`config.mk`:
```
export PLATFORM = sky130hd
export DESIGN_NAME = lav_ofifo
export DESIGN_NICKNAME = d
export VERILOG_FILES = /design/src/rtl/core/lav_pkg.sv /design/src/rtl/core/lav_ofifo.sv
export SDC_FILE = /design/constraint.sdc
export NUM_CORES = 1
export LEC_CHECK = 0
export BUFFER_PORTS_ARGS = -buffer_cell sky130_fd_sc_hd__buf_2
export CORE_AREA = 2 2 297 299
export DETAILED_ROUTE_END_ITERATION = 16
export DIE_AREA = 0 0 299 301
export SLEW_MARGIN = 10
export SYNTH_ARGS = -nofsm -noshare
export SYNTH_HDL_FRONTEND = slang
export SYNTH_SLANG_ARGS = --single-unit
```
`constraint.sdc`:
```
create_clock -name clk -period 45.4 [get_ports clk]
set_input_delay 4.54 -clock clk [delete_from_list [all_inputs] [get_ports clk]]
set_output_delay 4.54 -clock clk [all_outputs]
set_load 0.005 [all_outputs]
```
`src/rtl/core/lav_pkg.sv`:
```
// Shared types, pipeline depths and rounding helpers for the look-at view matrix block.
// No dependencies; imported by every module of the block.
package lav_pkg;

  localparam int IN_W = 288;
  localparam int OUT_W = 384;

  localparam int SQ_STEPS = 31;
  localparam int SQ_PER = 2;
  localparam int SQ_STG = (SQ_STEPS + SQ_PER - 1) / SQ_PER;
  localparam int DV_STEPS = 31;
  localparam int DV_PER = 2;
  localparam int DV_STG = (DV_STEPS + DV_PER - 1) / DV_PER;
  localparam int NORM_LAT = 5 + SQ_STG + 1 + DV_STG + 1;

  typedef logic signed [63:0] c64_t;
  typedef logic signed [31:0] c32_t;
  typedef logic [2:0][31:0] v3w_t;
  typedef logic [2:0][63:0] v3d_t;

  function automatic logic signed [63:0] mul32(logic [31:0] a, logic [31:0] b);
    return $signed(a) * $signed(b);
  endfunction

  // round right by 30, half away from zero
  function automatic logic signed [34:0] rnd30(logic signed [63:0] v);
    logic [63:0] mag;
    logic [63:0] sum;
    logic [34:0] q;
    mag = v[63] ? 64'(-v) : 64'(v);
    sum = mag + 64'(1 << 29);
    q = sum[64-1:29+1] & 35'h7_FFFF_FFFF;
    return v[63] ? -$signed(q) : $signed(q);
  endfunction

  function automatic logic [31:0] sat32(logic signed [34:0] v);
    if (v > 35'sh0_7FFF_FFFF) return 32'h7FFF_FFFF;
    if (v < -35'sh0_8000_0000) return 32'h8000_0000;
    return v[31:0];
  endfunction

  function automatic logic [31:0] clamp1(logic signed [34:0] v);
    if (v > 35'sh0_4000_0000) return 32'h4000_0000;
    if (v < -35'sh0_4000_0000) return 32'hC000_0000;
    return v[31:0];
  endfunction

endpackage

```
`src/rtl/core/lav_ofifo.sv`:
```
// Two-word output queue that decouples the pipeline from a stalling receiver.
// Depends on lav_pkg.
module lav_ofifo import lav_pkg::*; (
  input  logic             clk,
  input  logic             rst_n,
  input  logic             push,
  input  logic [OUT_W-1:0] push_data,
  output logic             full,
  output logic             out_tvalid,
  input  logic             out_tready,
  output logic [OUT_W-1:0] out_tdata
);

  logic [OUT_W-1:0] mem_r [2];
  logic             wp_r;
  logic             rp_r;
  logic [1:0]       cnt_r;
  logic             pop;

  assign full = (cnt_r == 2'd2);
  assign out_tvalid = (cnt_r != 2'd0);
  assign out_tdata = mem_r[rp_r];
  assign pop = out_tvalid & out_tready;

  always_ff @(posedge clk) begin
    if (push) mem_r[wp_r] <= push_data;
  end

  always_ff @(posedge clk) begin
    if (!rst_n) begin
      wp_r <= 1'b0;
      rp_r <= 1'b0;
      cnt_r <= 2'd0;
    end else begin
      if (push) wp_r <= ~wp_r;
      if (pop) rp_r <= ~rp_r;
      cnt_r <= cnt_r + 2'(push) - 2'(pop);
    end
  end

endmodule

```
=== Word level (Yosys, flattened, before mapping) ===
Memories as Yosys holds them, arrays and structs flattened. A register that Yosys moved wholly into a read port is not among the register bits.
Index checks and enable logic that the tools add are counted.
Widths: inputs -> output; s select.

* Memories: 1
* Bits of input ports: 388
* Word-level logic and storage cells: 15
* RAM bits: 768
* Output and inout bits: 386
* Bits in registers: 4

{| class="wikitable"
|+ Memory list
! memory !! depth !! width !! read ports !! clocked after memory_dff !! write ports !! line !! RTL
|-
| mem_r || 2 || 384 || 1 || 1 || 1 || lav_ofifo.sv:14 || <nowiki>logic [OUT_W-1:0] mem_r [2];</nowiki>
|}

* Mux-type cells: 4
* Bitwise gates (word level): 3
* Eq/ne operators: 1
* Reductions and logical operators: 1
* $add $sub $neg: 2

{| class="wikitable"
|+ Operators with widths
! kind !! number
|-
| $mux 1 || 4
|-
| $add 2x1->2 || 1
|-
| $eq 2x2->1 const B || 1
|-
| $not 1->1 || 2
|-
| $reduce_bool 2->1 || 1
|-
| $sub 2x1->2 || 1
|-
| $and 1x1->1 || 1
|}

=== Longest topological paths before layout ===
Gate-level depths: netlist of the first run.

* Depth after elaboration: 4
* Depth in mapped cells: 6
* Mapped depth without buffers: 6

=== Least setup slack after synthesis of the first run ===
Ideal clock, no wire load.

* Path type: input -> register
* Start: input push
* End: register wp_r
* Arrival time: 22232 ps
* Required time: 45263 ps
* Slack: 23030 ps
* Cell stages on the path: 2
* Setup time: 137 ps
* Buffers on the path: 0
* Cells stage by stage: nor2b_1 o21a_1

{| class="wikitable"
|+ RTL lines
! what !! line !! RTL
|-
| start, declared || lav_ofifo.sv:6 || <nowiki>input logic push,</nowiki>
|-
| end signal, assigned || lav_ofifo.sv:35 || <nowiki>if (push) wp_r <= ~wp_r;</nowiki>
|-
| end, declared || lav_ofifo.sv:15 || <nowiki>logic wp_r;</nowiki>
|}

==> flow_summary.yaml, run 1 <==
pwr:
  powerDensity_nw_per_um2: 49.0
  ir_drop_v: 0.0000357
  p_leak_uw: 0.0143
route:
  vias_per_cell: 4.42
  vias: 14500
  first_pass_iters: 5
  avgRoutedWirePerCell_um: 19.8
  antenna_left: 0
  drc: 0
  wl_um: 65000
  drtIter0Drc: 681
synthesis:
  netlist_area_sq_um: 29500
  ys_seq_area_share_pct: 78.5
  synth_edf_count: 768
  synth_cell_types: 18
  synthAdderAreaFrac_pct: 0.0848
  yosys.area_share.simple_pct: 0.182
  synth-seq-cells: 773
  synth_xor_area_share_pct: 0.0763
  yosysWarnings: 0
  synth_compound_area_share_pct: 0.0509
  syn_inst: 1218
  yosysTopAreaCell: "edfxtp_1"
  synthArstFlopShare_pct: 0
  synth_area_leaders: "edfxtp_1, mux2_4, buf_6"
  syn_nets: 1608
  synthTopCellsByCount: "edfxtp_1, mux2_4, buf_6"
  synth_top_area_share_pct: 78.1
  syn_area_per_cell_sq_um: 24.2
  synth_top_flop_cell: "edfxtp_1"
  yosysMostFrequentCell: "edfxtp_1"
  synth_top_family_by_area: "multiplexers"
  synth_mux_area_share_pct: 19.3
timing:
  fin_ws_ns: 36.69
  fmaxAchievable_ghz: 0.115
  finalCritPeriodShare_pct: 19.2
  tightestPinTransition_ns: 1.29
  fin_skew_ns: 0.0237
  relSlewSlack_pct: 14.2
  rsz0062_at_grt: "no"
  setup_viol: 0
  maxSlewViolCount: 0
  period_minus_slack_ns: 8.71
  tns_ns: 0
  hold_viol: 0
placed_design:
  pre_cts_ws_ns: 36.79
  dpl.hpwl_um: 44800
  gp_congestion: 0.801
  place_inst: 3119
  port_buffers: 773
  place_area_sq_um: 34400
global_route:
  grt_pass1_vias: 15500
  grt_pass1_wl_um: 93300
  antenna_found_initial: 23
  grt_usage_pct: 13.8
  grt_remaining_overflow: 0
  grt_max_degree: 126
min_path:
  min_path_type: "reg -> reg"
critical_path:
  criticalPathCategory: "reg -> out"
  crit_chain: "buf_4 > buf_12 > mux2_2 > buf_2"
  worstPathRequired_ns: 40.86
  cp_num_buf_inv: 3
  cp-start-kind: "flop"
  path_delay_family: "buffers and inverters"
  worstSetupEndpointType: "primary output"
  max_stage_delay_ns: 0.97
  worst_ep_arrival_time_ns: 4.17
  crit_fanout: 125
  slowest_stage: "dfxtp_4"
clock_tree:
  postCtsSetupBuffers: 0
  cts_root_buf: "clkbuf_16"
  path_clk_slew_ns: 0.06
  hold_buffers: 0
  cts_buffers: 83
  clock-sinks: 773
  cts_tree: "yes"
  cts_buffer_depth: 3
  h-tree-depth: 3
  cts_resized: 0
  clock_latency_ns: 0.62
floorplan:
  die-area_sq_um: 90000
  ios: 774
  num_rows: 108
  coreArea_sq_um: 86500
  die_height_um: 301
  start_util_pct: 34.1
  die_w_um: 299
cells_and_area:
  drive_above_1_share_pct: 60.7
  instances_no_fill: 3281
  fin_nets: 2439
  syn_to_final_growth_pct: 25.3
  design_area_sq_um: 37000
status:
  status: "completed"
run:
  drv_cap: 0
## worst min-delay path: stages, from the launching register on
cell	delay, ns
dfxtp_1	0.30
nand2_1	0.07
mux2i_1	0.07
## kinds of logic after synthesis
| kind of cell | Yosys count |
|---|---|
| flops | 773 |
| mux | 386 |
| buf+inv | 45 |
| simple gates | 9 |
| compound gates | 2 |
| fa+ha+maj | 2 |
| xor+xnor | 1 |
## report_power, final
part           leakage [uW]  total (uW)  switching (uW)  internal, uW
Combinational       0.00587         347             151           196
Clock               0.00121         622             261           361
Sequential          0.00725         844            16.2           828
## metal layers
metal / routed length, um / vias to the layer above / part of all wire, % / track usage (%)
met2: 34000 / 575 / 52 / 24.6
met1: 23600 / 7223 / 36 / 14.9
met3: 5180 / 141 / 8.0 / 4.40
met5: 83 / - / 0.13 / 0
li1: - / 6565 / - / -
met4: 2120 / 14 / 3.3 / 5.87
## state kept, by name, summed over array words and instances, names as in the netlist, named ones only
signal / count
cnt_r: 2
mem_r: 768
rp_r: 1
wp_r: 1
## placed cells by master (no fill, tap or decap), types with 2 or more instances in the layout
| cell type | Yosys | final |
|---|---|---|
| mux2_4 | 360 | 360 |
| clkbuf_1 | 0 | 26 |
| bufinv_16 | 0 | 3 |
| inv_1 | 2 | 2 |
| clkinv_2 | 0 | 8 |
| dfxtp_1 | 5 | 4 |
| diode_2 | 0 | 16 |
| buf_2 | 2 | 773 |
| buf_4 | 0 | 15 |
| o21a_1 | 2 | 2 |
| clkbuf_16 | 0 | 85 |
| clkinv_8 | 0 | 2 |
| mux2i_1 | 2 | 2 |
| nor2b_1 | 4 | 3 |
| edfxtp_1 | 768 | 768 |
| ha_1 | 2 | 2 |
| clkinvlp_4 | 0 | 3 |
| clkinv_1 | 0 | 16 |
| mux2_2 | 24 | 24 |
## path summary, 6_finish.rpt
path / start / to / slack, ns / cells past startpoint
worst min-delay path: rp_r / flop / 0.49 / 2
worst max register to register: wp_r / mem_r[1][208] / 41.13 / 4
worst min register to register: rp_r / flop / 0.49 / 2
worst max-delay path: flop / out_tdata[5] / 36.69 / 4
## per-stage QoR
step / power (uW) / util (%) / hold WS (ns)
after global routing: 1880 / 42.8 / 0.505
after global placement: 1200 / 39.8 / 0.451
after CTS: 1840 / 42.7 / 0.495
final: 1810 / 42.8 / 0.489
after floorplan: 1110 / - / 0.452
after detailed placement: 1210 / 39.8 / 0.479
## cell type report
| cell class | instances | area (sq um) |
|---|---|---|
| Clock buffer | 111 | 2220 |
| Timing Repair Buffer | 789 | 4000 |
| Tap cell | 1155 | 1450 |
| Sequential cell | 773 | 23200 |
| Multi-Input combinational cell | 400 | 5820 |
| Antenna cell | 16 | 40.0 |
| Fill cell | 7705 | 49500 |
| Clock inverter | 35 | 283 |
| Inverter | 2 | 7.51 |
No activity file was read; power rests on OpenSTA's default activity.
==> run 2: changes to the inputs <==
- CORE_AREA: 2 2 297 299 -> 2 2 300 302
- DIE_AREA: 0 0 299 301 -> 0 0 302 304
- clock period: 45.4 -> 7.34 ns (I/O delays scaled with it)
==> flow_summary.yaml, run 2 (synthesis gave the netlist of run 1 again) <==
timing:
  fmaxAchievable_ghz: 0.269
  relSlewSlack_pct: 25.7
  finalCritPeriodShare_pct: 50.7
  tightestPinTransition_ns: 1.12
  hold_viol: 0
  setup_viol: 0
  maxSlewViolCount: 0
  fin_skew_ns: 0.0283
  rsz0062_at_grt: "no"
  period_minus_slack_ns: 3.72
  tns_ns: 0
pwr:
  p_int_uw: 8590
  switching_share_pct: 23.9
  p_sw_uw: 2700
  ir_drop_v: 0.000263
  pwr-share-comb_pct: 19.3
  pwr-share-clk_pct: 34.6
  p_seq_share_pct: 46.1
  p_leak_uw: 0.0144
  powerDensity_nw_per_um2: 304
  finalPower_uw: 11300
cells_and_area:
  reg_top3: "mem_r x768, cnt_r x2"
  largest-register: "mem_r"
  largest_reg_flops: 768
  layout_commonest_cell: "buf_2"
  nFillCells: 7900
  fin_nets: 2439
  drive_above_1_share_pct: 60.7
  final_cell_mix: "buf_2, edfxtp_1, mux2_4"
  syn_to_final_growth_pct: 25.8
clock_tree:
  cts_tree: "yes"
  clock_latency_ns: 0.64
  cts_resized: 0
  path_clk_slew_ns: 0.06
  cts_buffer_depth: 3
  clock-sinks: 773
  cts_root_buf: "clkbuf_16"
  postCtsSetupBuffers: 0
  cts_buffers: 83
  h-tree-depth: 3
  hold_buffers: 0
route:
  vias: 14400
  drtIter0Drc: 648
  first_pass_iters: 4
  antenna_left: 0
  vias_per_cell: 4.36
  wl_um: 65400
  drc: 0
  avgRoutedWirePerCell_um: 19.8
placed_design:
  port_buffers: 773
  gp_congestion: 0.790
  dpl.hpwl_um: 45200
global_route:
  grt_max_degree: 161
  busiest_layer: "met2"
  grt_usage_pct: 13.7
  use_met2_pct: 24.3
  gr-usage-met3_pct: 5.77
  use_met1_pct: 14.6
  grt_pass1_wl_um: 94500
  antenna_found_initial: 19
  grt_remaining_overflow: 0
  grt_pass1_vias: 15300
run:
  drv_cap: 0
status:
  status: "completed"
floorplan:
  start_util_pct: 33.1
  num_rows: 110
  die_w_um: 302
  coreArea_sq_um: 89000
  die_height_um: 304
  die-area_sq_um: 91800
  ios: 774
critical_path:
  criticalPathCategory: "reg -> out"
  worstPathRequired_ns: 6.61
  worstSetupEndpointType: "primary output"
  worst_ep_arrival_time_ns: 2.99
  cp-start-kind: "flop"
  crit_fanout: 37
min_path:
  min_path_type: "in -> reg"
[run 2: cell count changes in the layout (fill, tap and decap cells not counted)]
cell        previous run  this run
clkinv_1              16        23
buf_12                 1         6
buf_4                 15        10
clkbuf_1              26        21
diode_2               16        12
clkbuf_8               0         3
inv_6                  1         4
clkinvlp_4             3         1
clkinv_2               8         9
clkinv_4               1         2
inv_16                 1         0
[run 2: worst max-delay path, cell delays in order (launching register included)]
cell     delay [ns]
dfxtp_4        0.74
buf_4          0.42
buf_4          0.61
mux2_4         0.36
buf_2          0.13
[run 2: routing by layer]
| metal | up-vias | share of wire, % | routed length (um) |
|---|---|---|---|
| li1 | 6568 | - | - |
| met1 | 7167 | 36 | 23700 |
| met3 | 124 | 9.5 | 6240 |
| met5 | - | 0.13 | 85 |
| met4 | 12 | 2.7 | 1750 |
| met2 | 539 | 51 | 33700 |
[run 2: area by class of cell]
class | count | area [sq um] | area share [%]
flip-flops and latches | 773 | 23200 | 62.4
inverters | 2 | 7.51 | 0.0202
repair buffers | 789 | 4060 | 10.9
multi-input cells | 400 | 5820 | 15.7
well taps | 1176 | 1470 | 3.96
clock inverters | 44 | 314 | 0.846
diodes | 12 | 30.0 | 0.0809
clock buffers | 109 | 2250 | 6.05
[run 2: worst paths after layout]
kind	start	end	cells after the start	slack [ns]
worst min-delay path	push_data[216]	mem_r[1][216]	1	0.28
worst max register to register	wp_r	mem_r[1][344]	3	4.58
worst min register to register	rp_r	flop	2	0.47
worst max-delay path	flop	out_tdata[274]	4	3.62
[run 2: power by group through the flow]
| stage | registers, uW | logic [uW] | clock network, uW |
|---|---|---|---|
| floorplan | 5290 | 1480 | 0 |
| global placement | 5290 | 2200 | 0 |
| detailed placement | 5300 | 2210 | 0 |
| CTS | 5210 | 2220 | 4030 |
| global route | 5230 | 2330 | 4180 |
| finish | 5210 | 2170 | 3910 |
[run 2: metrics by stage]
stage	instances	hold slack, ns	instance area, sq um	setup WS (ns)	util (%)
floorplan	1218	0.452	29500	0.425	-
global placement	3140	0.450	34500	4.12	38.8
detailed placement	3140	0.460	34500	4.08	38.8
CTS	3293	0.205	37100	3.52	41.7
global route	3299	0.220	37100	3.45	41.7
finish	3305	0.276	37100	3.62	41.7
